==> src/rtl/pidc_pkg.sv <==
`timescale 1ns / 1ps
`default_nettype none

package pidc_pkg;

  // Integral accumulator width and the digit width of the shared multiplier.
  localparam int INTEG_WIDTH = 48;
  localparam int DIG_WIDTH   = 16;
  localparam int RES_WIDTH   = 64;

  typedef logic [2:0] cfg_addr_t;

  localparam cfg_addr_t CFG_GAIN_P        = 3'd0;
  localparam cfg_addr_t CFG_GAIN_I        = 3'd1;
  localparam cfg_addr_t CFG_GAIN_D        = 3'd2;
  localparam cfg_addr_t CFG_SAMPLE_PERIOD = 3'd3;
  localparam cfg_addr_t CFG_DRIVE_MIN     = 3'd4;
  localparam cfg_addr_t CFG_DRIVE_MAX     = 3'd5;

  localparam logic signed [RES_WIDTH-1:0] RES_MAX = {1'b0, {(RES_WIDTH-1){1'b1}}};
  localparam logic signed [RES_WIDTH-1:0] RES_MIN = {1'b1, {(RES_WIDTH-1){1'b0}}};

  // Saturating add on the 64-bit result range.
  function automatic logic signed [RES_WIDTH-1:0] sat_add64(
    input logic signed [RES_WIDTH-1:0] a,
    input logic signed [RES_WIDTH-1:0] b
  );
    logic signed [RES_WIDTH-1:0] s;
    s = a + b;
    if (!a[RES_WIDTH-1] && !b[RES_WIDTH-1] && s[RES_WIDTH-1]) begin
      s = RES_MAX;
    end else if (a[RES_WIDTH-1] && b[RES_WIDTH-1] && !s[RES_WIDTH-1]) begin
      s = RES_MIN;
    end
    return s;
  endfunction

endpackage

`default_nettype wire

==> src/rtl/pid_position_controller_top.sv <==
`timescale 1ns / 1ps
`default_nettype none

// Channel   Direction  Handshake               Payload
// in        request    in_valid / in_ready     in_target, in_measured
// out       result     out_valid / out_ready   out_drive, out_clamped, out_zero_period
// cfg       write      cfg_we                  cfg_addr, cfg_wdata
//
// A result is written once the derivative product is summed and clamped, and the next
// request is taken in the cycle after it is written; the serial divider for the
// derivative produces one quotient bit a cycle. A zero sample period skips the
// divider.
// The four products share one multiplier that takes a 16-bit digit per cycle.
// Reset clears the integral, the last error and the registers to their defaults.
// A new request is taken while a result waits; the finished result then holds
// until out_ready frees the output register.

module pid_position_controller_top #(
  parameter int DATA_WIDTH = 32,
  parameter int FRAC_BITS  = 16
) (
  input  wire logic                          clk,
  input  wire logic                          rst_n,
  input  wire logic                          in_valid,
  output logic                               in_ready,
  input  wire logic signed [DATA_WIDTH-1:0]  in_target,
  input  wire logic signed [DATA_WIDTH-1:0]  in_measured,
  output logic                               out_valid,
  input  wire logic                          out_ready,
  output logic signed [DATA_WIDTH-1:0]       out_drive,
  output logic                               out_clamped,
  output logic                               out_zero_period,
  input  wire logic                          cfg_we,
  input  wire pidc_pkg::cfg_addr_t           cfg_addr,
  input  wire logic [DATA_WIDTH-1:0]         cfg_wdata
);

  localparam int W  = DATA_WIDTH;
  localparam int IW = pidc_pkg::INTEG_WIDTH;
  localparam int RW = pidc_pkg::RES_WIDTH;
  localparam int XW = (W + 1 + FRAC_BITS > RW) ? W + 1 + FRAC_BITS : RW;

  localparam logic signed [W-1:0]  D_MAX = {1'b0, {(W-1){1'b1}}};
  localparam logic signed [W-1:0]  D_MIN = {1'b1, {(W-1){1'b0}}};
  localparam logic signed [IW-1:0] I_MAX = {1'b0, {(IW-1){1'b1}}};
  localparam logic signed [IW-1:0] I_MIN = {1'b1, {(IW-1){1'b0}}};

  localparam logic signed [W-1:0] RST_GAIN_P = W'(64'sd1 <<< FRAC_BITS);
  localparam logic signed [W-1:0] RST_GAIN_I = W'(64'sd1 <<< (FRAC_BITS - 1));
  localparam logic signed [W-1:0] RST_GAIN_D = W'(((64'sd1 <<< FRAC_BITS) + 64'sd5) / 64'sd10);
  localparam logic [W-2:0]        RST_PERIOD = (W-1)'(((64'sd1 <<< FRAC_BITS) + 64'sd5) / 64'sd10);
  localparam logic signed [W-1:0] RST_MIN    = W'(-(64'sd10 <<< FRAC_BITS));
  localparam logic signed [W-1:0] RST_MAX    = W'(64'sd10 <<< FRAC_BITS);

  typedef enum logic [3:0] {
    S_IDLE, S_ERR, S_DIFF, S_NUM, S_INTEG, S_PSTART, S_PWAIT,
    S_ISTART, S_IWAIT, S_DWAIT, S_DMUL, S_CLAMP
  } state_t;

  state_t               state_r, state_nxt;

  logic signed [W-1:0]  gain_p_r, gain_p_nxt;
  logic signed [W-1:0]  gain_i_r, gain_i_nxt;
  logic signed [W-1:0]  gain_d_r, gain_d_nxt;
  logic [W-2:0]         period_r, period_nxt;
  logic signed [W-1:0]  drive_min_r, drive_min_nxt;
  logic signed [W-1:0]  drive_max_r, drive_max_nxt;

  logic signed [W-1:0]  target_r, target_nxt;
  logic signed [W-1:0]  measured_r, measured_nxt;
  logic signed [W-1:0]  err_r, err_nxt;
  logic signed [W:0]    diff_r, diff_nxt;
  logic signed [W-1:0]  last_err_r, last_err_nxt;
  logic signed [IW-1:0] integ_r, integ_nxt;
  logic signed [RW-1:0] sum_r, sum_nxt;
  logic                 zp_r, zp_nxt;

  logic                 out_valid_r, out_valid_nxt;
  logic signed [W-1:0]  out_drive_r, out_drive_nxt;
  logic                 out_clamped_r, out_clamped_nxt;
  logic                 out_zp_r, out_zp_nxt;

  logic                 mul_start;
  logic signed [IW-1:0] mul_a;
  logic signed [W-1:0]  mul_b;
  logic                 mul_busy;
  logic                 mul_done;
  logic signed [RW-1:0] mul_res;

  logic                 div_start;
  logic signed [RW-1:0] div_num;
  logic                 div_busy;
  logic signed [W-1:0]  div_quot;

  logic signed [W:0]    err_wide;
  logic signed [XW-1:0] num_wide;
  logic [XW-RW:0]       num_top;
  logic signed [RW-1:0] isum;
  logic [RW-IW:0]       isum_top;
  logic signed [RW-1:0] drive_min_x;
  logic signed [RW-1:0] drive_max_x;
  logic                 out_free;

  pidc_mul #(
    .DATA_WIDTH (DATA_WIDTH),
    .FRAC_BITS  (FRAC_BITS)
  ) u_mul (
    .clk     (clk),
    .rst_n   (rst_n),
    .start_i (mul_start),
    .a_i     (mul_a),
    .b_i     (mul_b),
    .busy_o  (mul_busy),
    .done_o  (mul_done),
    .res_o   (mul_res)
  );

  pidc_div #(
    .DATA_WIDTH (DATA_WIDTH)
  ) u_div (
    .clk     (clk),
    .rst_n   (rst_n),
    .start_i (div_start),
    .num_i   (div_num),
    .den_i   (period_r),
    .busy_o  (div_busy),
    .quot_o  (div_quot)
  );

  assign err_wide = {target_r[W-1], target_r} - {measured_r[W-1], measured_r};

  // Change in error scaled up by the fraction bits, held to the 64-bit range.
  assign num_wide = XW'(diff_r) <<< FRAC_BITS;
  assign num_top  = num_wide[XW-1:RW-1];
  assign div_num  = (&num_top || ~|num_top) ? num_wide[RW-1:0]
                  : (num_wide[XW-1] ? pidc_pkg::RES_MIN : pidc_pkg::RES_MAX);

  assign isum     = pidc_pkg::sat_add64(mul_res, RW'(integ_r));
  assign isum_top = isum[RW-1:IW-1];

  assign drive_min_x = RW'(drive_min_r);
  assign drive_max_x = RW'(drive_max_r);
  assign out_free    = !out_valid_r || out_ready;

  always_comb begin
    mul_start = 1'b0;
    mul_a     = IW'(err_r);
    mul_b     = gain_p_r;
    div_start = 1'b0;
    case (state_r)
      S_DIFF: begin
        mul_start = 1'b1;
        mul_b     = {1'b0, period_r};
      end
      S_PSTART: mul_start = 1'b1;
      S_ISTART: begin
        mul_start = 1'b1;
        mul_a     = integ_r;
        mul_b     = gain_i_r;
      end
      S_DWAIT: begin
        mul_start = !div_busy;
        mul_a     = zp_r ? '0 : IW'(div_quot);
        mul_b     = gain_d_r;
      end
      S_NUM: div_start = (period_r != '0);
      default: ;
    endcase
  end

  always_comb begin
    state_nxt       = state_r;
    gain_p_nxt      = gain_p_r;
    gain_i_nxt      = gain_i_r;
    gain_d_nxt      = gain_d_r;
    period_nxt      = period_r;
    drive_min_nxt   = drive_min_r;
    drive_max_nxt   = drive_max_r;
    target_nxt      = target_r;
    measured_nxt    = measured_r;
    err_nxt         = err_r;
    diff_nxt        = diff_r;
    last_err_nxt    = last_err_r;
    integ_nxt       = integ_r;
    sum_nxt         = sum_r;
    zp_nxt          = zp_r;
    out_valid_nxt   = out_valid_r && !out_ready;
    out_drive_nxt   = out_drive_r;
    out_clamped_nxt = out_clamped_r;
    out_zp_nxt      = out_zp_r;

    if (cfg_we) begin
      unique case (cfg_addr)
        pidc_pkg::CFG_GAIN_P:        gain_p_nxt    = cfg_wdata;
        pidc_pkg::CFG_GAIN_I:        gain_i_nxt    = cfg_wdata;
        pidc_pkg::CFG_GAIN_D:        gain_d_nxt    = cfg_wdata;
        pidc_pkg::CFG_SAMPLE_PERIOD: period_nxt    = cfg_wdata[W-2:0];
        pidc_pkg::CFG_DRIVE_MIN:     drive_min_nxt = cfg_wdata;
        pidc_pkg::CFG_DRIVE_MAX:     drive_max_nxt = cfg_wdata;
        default: ;
      endcase
    end

    unique case (state_r)
      S_IDLE: begin
        if (in_valid) begin
          target_nxt   = in_target;
          measured_nxt = in_measured;
          state_nxt    = S_ERR;
        end
      end
      S_ERR: begin
        if (err_wide[W] != err_wide[W-1]) begin
          err_nxt = err_wide[W] ? D_MIN : D_MAX;
        end else begin
          err_nxt = err_wide[W-1:0];
        end
        state_nxt = S_DIFF;
      end
      S_DIFF: begin
        diff_nxt     = {err_r[W-1], err_r} - {last_err_r[W-1], last_err_r};
        last_err_nxt = err_r;
        state_nxt    = S_NUM;
      end
      S_NUM: begin
        zp_nxt    = (period_r == '0);
        state_nxt = S_INTEG;
      end
      S_INTEG: begin
        if (mul_done) begin
          integ_nxt = (&isum_top || ~|isum_top) ? isum[IW-1:0]
                    : (isum[RW-1] ? I_MIN : I_MAX);
          state_nxt = S_PSTART;
        end
      end
      S_PSTART: state_nxt = S_PWAIT;
      S_PWAIT: begin
        if (mul_done) begin
          sum_nxt   = mul_res;
          state_nxt = S_ISTART;
        end
      end
      S_ISTART: state_nxt = S_IWAIT;
      S_IWAIT: begin
        if (mul_done) begin
          sum_nxt   = pidc_pkg::sat_add64(sum_r, mul_res);
          state_nxt = S_DWAIT;
        end
      end
      S_DWAIT: begin
        if (!div_busy) begin
          state_nxt = S_DMUL;
        end
      end
      S_DMUL: begin
        if (mul_done) begin
          sum_nxt   = pidc_pkg::sat_add64(sum_r, mul_res);
          state_nxt = S_CLAMP;
        end
      end
      S_CLAMP: begin
        // Hold the result until the output register is free.
        if (out_free) begin
          if (sum_r < drive_min_x) begin
            out_drive_nxt   = drive_min_r;
            out_clamped_nxt = 1'b1;
          end else if (sum_r > drive_max_x) begin
            out_drive_nxt   = drive_max_r;
            out_clamped_nxt = 1'b1;
          end else begin
            out_drive_nxt   = sum_r[W-1:0];
            out_clamped_nxt = 1'b0;
          end
          out_zp_nxt    = zp_r;
          out_valid_nxt = 1'b1;
          state_nxt     = S_IDLE;
        end
      end
      default: state_nxt = S_IDLE;
    endcase
  end

  always_ff @(posedge clk) begin
    target_r      <= target_nxt;
    measured_r    <= measured_nxt;
    err_r         <= err_nxt;
    diff_r        <= diff_nxt;
    sum_r         <= sum_nxt;
    zp_r          <= zp_nxt;
    out_drive_r   <= out_drive_nxt;
    out_clamped_r <= out_clamped_nxt;
    out_zp_r      <= out_zp_nxt;
    if (!rst_n) begin
      state_r     <= S_IDLE;
      gain_p_r    <= RST_GAIN_P;
      gain_i_r    <= RST_GAIN_I;
      gain_d_r    <= RST_GAIN_D;
      period_r    <= RST_PERIOD;
      drive_min_r <= RST_MIN;
      drive_max_r <= RST_MAX;
      last_err_r  <= '0;
      integ_r     <= '0;
      out_valid_r <= 1'b0;
    end else begin
      state_r     <= state_nxt;
      gain_p_r    <= gain_p_nxt;
      gain_i_r    <= gain_i_nxt;
      gain_d_r    <= gain_d_nxt;
      period_r    <= period_nxt;
      drive_min_r <= drive_min_nxt;
      drive_max_r <= drive_max_nxt;
      last_err_r  <= last_err_nxt;
      integ_r     <= integ_nxt;
      out_valid_r <= out_valid_nxt;
    end
  end

  assign in_ready        = (state_r == S_IDLE);
  assign out_valid       = out_valid_r;
  assign out_drive       = out_drive_r;
  assign out_clamped     = out_clamped_r;
  assign out_zero_period = out_zp_r;

  a_mul_idle_on_start: assert property (@(posedge clk) disable iff (!rst_n)
    mul_start |-> !mul_busy)
    else $error("multiplier started while busy");

  a_div_idle_on_start: assert property (@(posedge clk) disable iff (!rst_n)
    div_start |-> (!div_busy && period_r != '0))
    else $error("divider started while busy or with zero period");

  a_result_from_clamp: assert property (@(posedge clk) disable iff (!rst_n)
    $rose(out_valid_r) |-> $past(state_r == S_CLAMP))
    else $error("result appeared outside the clamp step");

  a_no_overwrite: assert property (@(posedge clk) disable iff (!rst_n)
    (out_valid_r && !out_ready) |=> (out_valid_r && $stable(out_drive_r)))
    else $error("pending result overwritten");

endmodule

`default_nettype wire

==> src/rtl/pidc_mul.sv <==
`timescale 1ns / 1ps
`default_nettype none

module pidc_mul #(
  parameter int DATA_WIDTH = 32,
  parameter int FRAC_BITS  = 16
) (
  input  wire logic                                   clk,
  input  wire logic                                   rst_n,
  input  wire logic                                   start_i,
  input  wire logic signed [pidc_pkg::INTEG_WIDTH-1:0] a_i,
  input  wire logic signed [DATA_WIDTH-1:0]           b_i,
  output logic                                        busy_o,
  output logic                                        done_o,
  output logic signed [pidc_pkg::RES_WIDTH-1:0]       res_o
);

  localparam int AW  = pidc_pkg::INTEG_WIDTH;
  localparam int DW  = pidc_pkg::DIG_WIDTH;
  localparam int RW  = pidc_pkg::RES_WIDTH;
  localparam int ND  = (DATA_WIDTH + DW - 1) / DW;
  localparam int BW  = ND * DW;
  localparam int PW  = AW + BW;
  localparam int SW  = (PW > RW + FRAC_BITS) ? PW : RW + FRAC_BITS;
  localparam int CW  = $clog2(ND + 1);
  localparam int PPW = AW + DW + 1;

  typedef enum logic [1:0] {M_IDLE, M_RUN, M_SAT} mstate_t;

  mstate_t               state_r, state_nxt;
  logic signed [AW-1:0]  a_r, a_nxt;
  logic [BW-1:0]         b_r, b_nxt;
  logic                  first_r, first_nxt;
  logic [CW-1:0]         cnt_r, cnt_nxt;
  logic signed [PW-1:0]  acc_r, acc_nxt;
  logic signed [RW-1:0]  res_r, res_nxt;
  logic                  done_r, done_nxt;

  logic signed [DW:0]    dig;
  logic signed [PPW-1:0] pp;
  logic signed [SW-1:0]  ext;
  logic signed [SW-1:0]  shv;
  logic [SW-RW:0]        top_bits;
  logic signed [RW-1:0]  sat_val;

  // Digits are taken most significant first; only the top digit carries the sign.
  assign dig = {first_r ? b_r[BW-1] : 1'b0, b_r[BW-1 -: DW]};
  assign pp  = PPW'(a_r) * PPW'(dig);

  assign ext      = SW'(acc_r);
  assign shv      = ext >>> FRAC_BITS;
  assign top_bits = shv[SW-1:RW-1];
  assign sat_val  = (&top_bits || ~|top_bits) ? shv[RW-1:0]
                  : (ext[SW-1] ? pidc_pkg::RES_MIN : pidc_pkg::RES_MAX);

  always_comb begin
    state_nxt = state_r;
    a_nxt     = a_r;
    b_nxt     = b_r;
    first_nxt = first_r;
    cnt_nxt   = cnt_r;
    acc_nxt   = acc_r;
    res_nxt   = res_r;
    done_nxt  = 1'b0;
    unique case (state_r)
      M_IDLE: begin
        if (start_i) begin
          a_nxt     = a_i;
          b_nxt     = BW'(b_i);
          first_nxt = 1'b1;
          cnt_nxt   = CW'(ND);
          acc_nxt   = '0;
          state_nxt = M_RUN;
        end
      end
      M_RUN: begin
        acc_nxt   = (acc_r <<< DW) + PW'(pp);
        b_nxt     = b_r << DW;
        first_nxt = 1'b0;
        cnt_nxt   = cnt_r - CW'(1);
        if (cnt_r == CW'(1)) begin
          state_nxt = M_SAT;
        end
      end
      M_SAT: begin
        res_nxt   = sat_val;
        done_nxt  = 1'b1;
        state_nxt = M_IDLE;
      end
      default: state_nxt = M_IDLE;
    endcase
  end

  always_ff @(posedge clk) begin
    a_r     <= a_nxt;
    b_r     <= b_nxt;
    first_r <= first_nxt;
    cnt_r   <= cnt_nxt;
    acc_r   <= acc_nxt;
    res_r   <= res_nxt;
    if (!rst_n) begin
      state_r <= M_IDLE;
      done_r  <= 1'b0;
    end else begin
      state_r <= state_nxt;
      done_r  <= done_nxt;
    end
  end

  assign busy_o = (state_r != M_IDLE);
  assign done_o = done_r;
  assign res_o  = res_r;

endmodule

`default_nettype wire

==> src/rtl/pidc_div.sv <==
`timescale 1ns / 1ps
`default_nettype none

module pidc_div #(
  parameter int DATA_WIDTH = 32
) (
  input  wire logic                                 clk,
  input  wire logic                                 rst_n,
  input  wire logic                                 start_i,
  input  wire logic signed [pidc_pkg::RES_WIDTH-1:0] num_i,
  input  wire logic [DATA_WIDTH-2:0]                den_i,
  output logic                                      busy_o,
  output logic signed [DATA_WIDTH-1:0]              quot_o
);

  localparam int W    = DATA_WIDTH;
  localparam int RW   = pidc_pkg::RES_WIDTH;
  localparam int HW   = RW - W;
  localparam int CMPW = (HW > W - 1) ? HW : W - 1;
  localparam int CNTW = $clog2(W + 1);

  localparam logic signed [W-1:0] Q_MAX = {1'b0, {(W-1){1'b1}}};
  localparam logic signed [W-1:0] Q_MIN = {1'b1, {(W-1){1'b0}}};

  typedef enum logic [2:0] {D_IDLE, D_ABS, D_CHK, D_RUN, D_SAT} dstate_t;

  dstate_t               state_r, state_nxt;
  logic signed [RW-1:0]  num_r, num_nxt;
  logic [W-2:0]          den_r, den_nxt;
  logic                  neg_r, neg_nxt;
  logic [RW-1:0]         mag_r, mag_nxt;
  logic                  ovf_r, ovf_nxt;
  logic [W-2:0]          rem_r, rem_nxt;
  logic [W-1:0]          lo_r, lo_nxt;
  logic [W-1:0]          q_r, q_nxt;
  logic [CNTW-1:0]       cnt_r, cnt_nxt;
  logic signed [W-1:0]   quot_r, quot_nxt;

  logic [CMPW-1:0]       hi_x;
  logic [CMPW-1:0]       den_x;
  logic [W-1:0]          shifted;
  logic [W:0]            trial;
  logic                  ge;

  assign hi_x    = CMPW'(mag_r[RW-1:W]);
  assign den_x   = CMPW'(den_r);
  assign shifted = {rem_r, lo_r[W-1]};
  assign trial   = {1'b0, shifted} - {2'b00, den_r};
  assign ge      = !trial[W];

  always_comb begin
    state_nxt = state_r;
    num_nxt   = num_r;
    den_nxt   = den_r;
    neg_nxt   = neg_r;
    mag_nxt   = mag_r;
    ovf_nxt   = ovf_r;
    rem_nxt   = rem_r;
    lo_nxt    = lo_r;
    q_nxt     = q_r;
    cnt_nxt   = cnt_r;
    quot_nxt  = quot_r;
    unique case (state_r)
      D_IDLE: begin
        if (start_i) begin
          num_nxt   = num_i;
          den_nxt   = den_i;
          state_nxt = D_ABS;
        end
      end
      D_ABS: begin
        neg_nxt   = num_r[RW-1];
        mag_nxt   = num_r[RW-1] ? RW'(-num_r) : RW'(num_r);
        state_nxt = D_CHK;
      end
      D_CHK: begin
        // Quotient needs at most W bits; anything larger saturates anyway.
        ovf_nxt   = (hi_x >= den_x);
        rem_nxt   = hi_x[W-2:0];
        lo_nxt    = mag_r[W-1:0];
        q_nxt     = '0;
        cnt_nxt   = CNTW'(W);
        state_nxt = D_RUN;
      end
      D_RUN: begin
        rem_nxt = ge ? trial[W-2:0] : shifted[W-2:0];
        lo_nxt  = lo_r << 1;
        q_nxt   = {q_r[W-2:0], ge};
        cnt_nxt = cnt_r - CNTW'(1);
        if (cnt_r == CNTW'(1)) begin
          state_nxt = D_SAT;
        end
      end
      D_SAT: begin
        if (ovf_r) begin
          quot_nxt = neg_r ? Q_MIN : Q_MAX;
        end else if (neg_r) begin
          quot_nxt = (q_r[W-1] && |q_r[W-2:0]) ? Q_MIN : W'(-q_r);
        end else begin
          quot_nxt = q_r[W-1] ? Q_MAX : q_r;
        end
        state_nxt = D_IDLE;
      end
      default: state_nxt = D_IDLE;
    endcase
  end

  always_ff @(posedge clk) begin
    num_r  <= num_nxt;
    den_r  <= den_nxt;
    neg_r  <= neg_nxt;
    mag_r  <= mag_nxt;
    ovf_r  <= ovf_nxt;
    rem_r  <= rem_nxt;
    lo_r   <= lo_nxt;
    q_r    <= q_nxt;
    cnt_r  <= cnt_nxt;
    quot_r <= quot_nxt;
    if (!rst_n) begin
      state_r <= D_IDLE;
    end else begin
      state_r <= state_nxt;
    end
  end

  assign busy_o = (state_r != D_IDLE);
  assign quot_o = quot_r;

endmodule

`default_nettype wire

==> config.mk <==
export PLATFORM = sky130hd
export DESIGN_NAME = pid_position_controller_top
export DESIGN_NICKNAME = d
export VERILOG_FILES = /design/src/rtl/pidc_pkg.sv /design/src/rtl/pid_position_controller_top.sv /design/src/rtl/pidc_mul.sv /design/src/rtl/pidc_div.sv
export SDC_FILE = /design/constraint.sdc
export NUM_CORES = 2
export LEC_CHECK = 0
export ABC_CLOCK_PERIOD_IN_PS = 16100
export BUFFER_PORTS_ARGS = -buffer_cell sky130_fd_sc_hd__buf_2
export CAP_MARGIN = 10
export CORE_MARGIN = 2
export CORE_UTILIZATION = 48
export CTS_CLUSTER_DIAMETER = 30
export DETAILED_ROUTE_END_ITERATION = 6
export RECOVER_POWER = 50
export SYNTH_ARGS = -nofsm -noshare
export SYNTH_HDL_FRONTEND = slang
export SYNTH_SLANG_ARGS = --single-unit
==> constraint.sdc <==
create_clock -name clk -period 16.1 [get_ports clk]
set_input_delay 1.61 -clock clk [delete_from_list [all_inputs] [get_ports clk]]
set_output_delay 1.61 -clock clk [all_outputs]
set_load 0.05 [all_outputs]
# Yosys cells after proc, flatten, opt, wreduce, memory -nomap -nowiden
# Index checks and enable logic that the tools add are counted.
[word_totals]
output_inout_bits = 36
register_bits = 1000
elab_cells = 200
[op_classes]
reduce_logical = 53
n_eq_ne = 37
n_mul = 1
n_addsub = 10
order_cmp = 3
mux = 56
[op_table]
columns = ["cell", "n"]
rows = [
  ["64-bit two-way mux", 6],
  ["32-bit two-way mux", 9],
  ["32-bit case mux with 2 select lines", 3],
  ["80-bit case mux with 2 select lines", 1],
  ["48-bit two-way mux", 3],
  ["64-bit case mux with 2 select lines", 1],
  ["32-bit case mux with 3 select lines", 1],
  ["48-bit case mux with 2 select lines", 1],
  ["80-bit by 65-bit adder with 80-bit output", 1],
  ["80-bit two-way mux", 1],
  ["32-bit by 32-bit subtractor with 33-bit output", 2],
  ["48-bit by 17-bit multiplier with 65-bit output", 1],
  ["64-bit by 48-bit adder with 64-bit output", 1],
  ["64-bit adder", 1],
  ["64-bit by 32-bit greater-than comparator with 1-bit output", 1],
  ["64-bit by 32-bit less-than comparator with 1-bit output", 1],
  ["49-bit negation with 64-bit output", 1],
  ["63-bit two-way mux", 1],
  ["31-bit two-way mux", 2],
  ["31-bit case mux with 2 select lines", 1],
  ["4-bit case mux with 12 select lines", 1],
  ["32-bit by 31-bit subtractor with 33-bit output", 1],
  ["32-bit by 31-bit greater-or-equal comparator with 1-bit output", 1],
  ["32-bit negation", 1],
  ["41 further kinds", 117],
]

# Logic depth before layout (Yosys ltp)
[logic_depth]
depth_word = 9
ltp_mapped = 30
mapped_depth_nobuf = 28

# Cells and area by module
# From an unflattened synthesis, not the netlist that was laid out.
[unflattened]
cells_unflattened = 9571
hier_area_um2 = 90080.1
[by_module_without_submodules]
columns = ["module", "area_each_um2", "cells_each", "n_inst"]
rows = [
  ["pidc_mul", 40480.1, 4222, 1],
  ["pid_position_controller_top", 34466.8, 4031, 1],
  ["pidc_div", 15133.3, 1318, 1],
]

# Least setup slack after synthesis
# Ideal clock, no wire load.
[synth_path]
kind = "register to register"
from = "register u_mul.a_r[47]"
to = "register u_mul.acc_r[79], data pin"
arrival_ns = 7.312
n_path_buf = 2
setup_ns = 0.266
slack_ns = 8.522
required_ns = 15.834
synth_period_minus_slack_ns = 7.578
path_stages_with_launch = 28
path_cell_list = "edfxtp_1 clkbuf_1 nand2_1 inv_1 fa_1 inv_1 fa_1 inv_1 ha_1 fa_1 fa_1 inv_1 fa_1 inv_1 ha_1 clkbuf_1 a21o_1 a21o_1 a21oi_1 a21boi_0 o21a_1 o21ai_0 a2111oi_0 nor3_1 a221oi_1 o21ai_0 xnor2_1 nor2_1"
[synth_via]
elab_chain_len = 3
[synth_rtl]
columns = ["element", "line_no", "source"]
rows = [
  ["start, declared", "pidc_mul.sv:31", "logic signed [AW-1:0] a_r, a_nxt;"],
  ["start signal, assigned", "pidc_mul.sv:95", "a_r <= a_nxt;"],
  ["48-bit by 17-bit multiplier with 65-bit output", "pidc_mul.sv:48", "assign pp = PPW'(a_r) * PPW'(dig);"],
  ["80-bit by 65-bit adder with 80-bit output", "pidc_mul.sv:77", "acc_nxt = (acc_r <<< DW) + PW'(pp);"],
  ["80-bit case mux with 2 select lines", "pidc_mul.sv:65", "unique case (state_r)"],
  ["end signal, assigned", "pidc_mul.sv:99", "acc_r <= acc_nxt;"],
  ["end, declared", "pidc_mul.sv:35", "logic signed [PW-1:0] acc_r, acc_nxt;"],
]
# Every way passes these cells.
# A chain may end at the register's enable or synchronous reset.

# Final worst setup path
[layout_path]
from = "register u_mul.b_r[31]"
to = "register u_mul.acc_r[74], data pin"
[layout_via]
elab_chain_len = 4
[layout_rtl]
columns = ["element", "line_no", "source"]
rows = [
  ["start, declared", "pidc_mul.sv:32", "logic [BW-1:0] b_r, b_nxt;"],
  ["start signal, assigned", "pidc_mul.sv:96", "b_r <= b_nxt;"],
  ["1-bit two-way mux", "pidc_mul.sv:47", "assign dig = {first_r ? b_r[BW-1] : 1'b0, b_r[BW-1 -: DW]};"],
  ["48-bit by 17-bit multiplier with 65-bit output *", "pidc_mul.sv:48", ""],
  ["80-bit by 65-bit adder with 80-bit output *", "pidc_mul.sv:77", ""],
  ["80-bit case mux with 2 select lines *", "pidc_mul.sv:65", ""],
]
# Every way passes the cells marked *; elsewhere a longest branch is shown, timed or not.

==> results.yml <==
clocking:
  cts_root_buf: "clkbuf_16"
  h-tree-depth: 4
  ctsResizeCount: 0
  clock_sinks: 968
  skew_pair_late_insertion_delay_ps: 900
  cts_hold_buf: 0
  clock_path_buffers: 3
  setup_buffers_after_cts: 0
  tritoncts_clock_tree: "built"
  tritoncts.num_buffers: 239
  clock_pin_slew_reported_for_the_worst_setup_and_hold_paths_after_clock_tree_synthesis_ps: 50
drt:
  detail_route.drc_violations: 13
  detail-route-antenna-nets: 0
  initial_drt_markers: 5979
  drtPass1Iterations: 7
  wl_microns: 265000
  wl_per_cell_microns: 22.5
  post_drt_via_cell_ratio: 5.65
  vias: 66400
yosys:
  synth_cell_type_count: 81
  ys.warnings.count: 0
  ys_seq_elements: 968
  async_flop_share_pct: 0
  synth_ff_type: "edfxtp_1"
  synth_seq_area_share_pct: 30.6
  synth_top_area_cell: "edfxtp_1"
  syn_area_sq_um: 85600
  count_of_flip_flops_with_a_built_in_enable_after_synthesis: 686
  most_numerous_cell_in_the_yosys_netlist: "nand2_1"
  synth.avg_cell_area_sq_um: 9.39
  synth_top_area_share_pct: 24.1
  synth.top_cells.by_count: "nand2_1, inv_1, fa_1, edfxtp_1, ha_1"
  synthCells: 9120
  leading_cell_types_by_total_area_after_synthesis: "edfxtp_1, fa_1, ha_1"
global_route:
  globalRouteOverflowTotal: 0
  grtUsageTotal_pct: 29.3
  global_route_wire_length_before_repair_microns: 407000
  grt_pass1_vias: 67700
  antenna_found_initial: 13
  grt_max_degree: 102
worst_setup_path:
  worst_setup_path_start_kind: "flop"
  path_max_fanout: 49
  timing_worst_setup_path_type: "flop to flop"
  critPathArrivalTime_ps: 10360
  worst-endpoint-required_ps: 16540
  worst_setup_path_end_kind: "flop"
layout:
  final_net_count: 10800
  layout.filler_cells: 15800
  area_growth_syn_to_layout_pct: 13.8
  finalCoreUtilization_pct: 54.8
  layout-drive-gt1-share_pct: 7.46
  seq_cell_area_sq_um: 26200
  area_of_the_multi_input_gates_sq_um: 52800
floorplan:
  core_area_sq_um: 178000
  fp.dieArea_sq_um: 182000
  top_level_ports: 140
  fp.dieW_microns: 426
  initial_core_utilization_pct: 48.2
  std_cell_rows: 155
  die_y_microns: 426
timing:
  fmax_mhz: 101
  tightestPinTransition_ps: 4110
  final-setup-viol-count: 0
  min_period_over_period_pct: 61.6
  setup_tns_ps: 0
  worst_clock_skew_ps: 130
  timing.final.hold_violations: 0
  min_period_ps: 9910
  max_slew_headroom_pct: -174
  final_critical_path_setup_slack_ps: 6190
  grt_setup_unrepaired: "false"
  max_slew_violation_count: 1170
status:
  failing_checks: "DRC, capacitance limit, slew limit"
  outcome: "complete, but fails checks"
placed_design:
  detailed_place_hpwl_microns: 197000
  worst_slack_placed_ps: 6350
  gp_congestion: 0.942
  buffer_ports.inserted: 139
flow_run:
  drv_cap: 23
min_path:
  hold_path.class: "flop to flop"
-- path summary, 6_finish.rpt --
kind	slack, ps	from	cells after the start	endpoint
max	6190	u_mul.b_r[31]$_DFFE_PP_	27	u_mul.acc_r[74]$_SDFFCE_PN0P_
max reg2reg	6190	u_mul.b_r[31]$_DFFE_PP_	27	u_mul.acc_r[74]$_SDFFCE_PN0P_
min	400	diff_r[28]$_DFFE_PN_	0	u_div.num_r[44]$_DFFE_PP_
min reg2reg	400	diff_r[28]$_DFFE_PN_	0	u_div.num_r[44]$_DFFE_PP_
-- per-stage QoR --
step                      hold slack (ps)  cell area [sq um]  std cells
after floorplan                       400              85700       9134
after global placement                402              88600      11300
after detailed placement              405              88600      11300
after CTS                             399              97600      11800
after global routing                  399              97400      11800
final                                 400              97400      11800
-- kinds of logic (layout without fill, tap and decap cells) --
kind of cell,Yosys count,count (layout),synth area share (%)
and+or+nand+nor,2737,2737,14.5
buffers and inverters,1806,2073,7.92
AOI/OAI and AO/OA,1726,1726,13.0
adders and majority gates,1508,1508,30.0
DFF,968,968,30.6
xor gates and xnor gates,299,299,3.06
muxes,75,75,0.883
other,1,17,0.00438
-- worst max-delay path, cell delays in order (launching register included) --
cell and delay, ps:
edfxtp_1 310, buf_4 520, nand2_2 610, or2_2 500, fa_1 460, fa_1 500, inv_1 50, fa_1 460
fa_1 410, fa_1 510, inv_1 50, fa_1 470, inv_1 60, ha_1 350, a21oi_1 210, o21ai_0 160
a2111oi_0 1050, o31ai_1 340, a311oi_1 570, o21ai_0 170, buf_4 190, a41oi_1 290, nand2b_1 210, o31ai_1 190
o31ai_1 390, o311ai_0 200, xnor2_1 170, nor2_1 50
-- registers in the layout (all words and copies together) (netlist names), 31 cells and up --
register	flops
u_div.den_r	31
u_div.quot_o	32
gain_p_r	32
sum_r	64
err_r	32
u_mul.b_r	32
last_err_r	32
u_div.num_r	33
drive_min_r	32
target_r	32
diff_r	33
out_drive	32
u_mul.a_r	48
gain_i_r	32
u_div.q_r	32
gain_d_r	32
period_r	31
u_mul.res_o	64
integ_r	48
drive_max_r	32
u_mul.acc_r	80
u_div.rem_r	31
u_div.mag_r	48
measured_r	32
-- layout make-up --
cell class | instances | share of cell area (%)
Multi-Input combinational cell | 6360 | 54.2
Sequential cell | 968 | 26.9
Clock inverter | 174 | 2.62
Antenna cell | 2 | 0.00514
Tap cell | 2355 | 3.02
Clock buffer | 281 | 6.58
Timing Repair Buffer | 227 | 1.31
Inverter | 1391 | 5.36
-- layout by cell type, fill, tap and decap left out, drive strengths merged, types with 29 or more instances in the layout --
cell type,instances
xor2,117
nand2,1400
and3,74
clkbuf,309
nand3,88
nor2,449
clkinvlp,29
o21bai,38
dfxtp,282
o311ai,31
a21oi,480
a222oi,62
ha,595
a21boi,210
nor2b,65
nand4,80
nor3,83
o211ai,42
clkinv,73
bufinv,43
a21o,167
inv,1420
o31ai,31
edfxtp,686
and2,288
fa,907
mux2i,71
buf,199
a31oi,51
o21a,50
or3,44
xnor2,182
nand2b,77
o21ai,392
-- metal layers --
metal	GRT usage, %	share of wire [%]	vias to the layer above
li1	-	-	30400
met1	40.9	44	33200
met4	8.83	2.9	2
met2	46.9	46	2331
met3	4.86	7.3	413
met5	0	0.0045	-
Power is not shown: default switching activity piles up to over one toggle a cycle in this logic, so the estimate is an artifact.
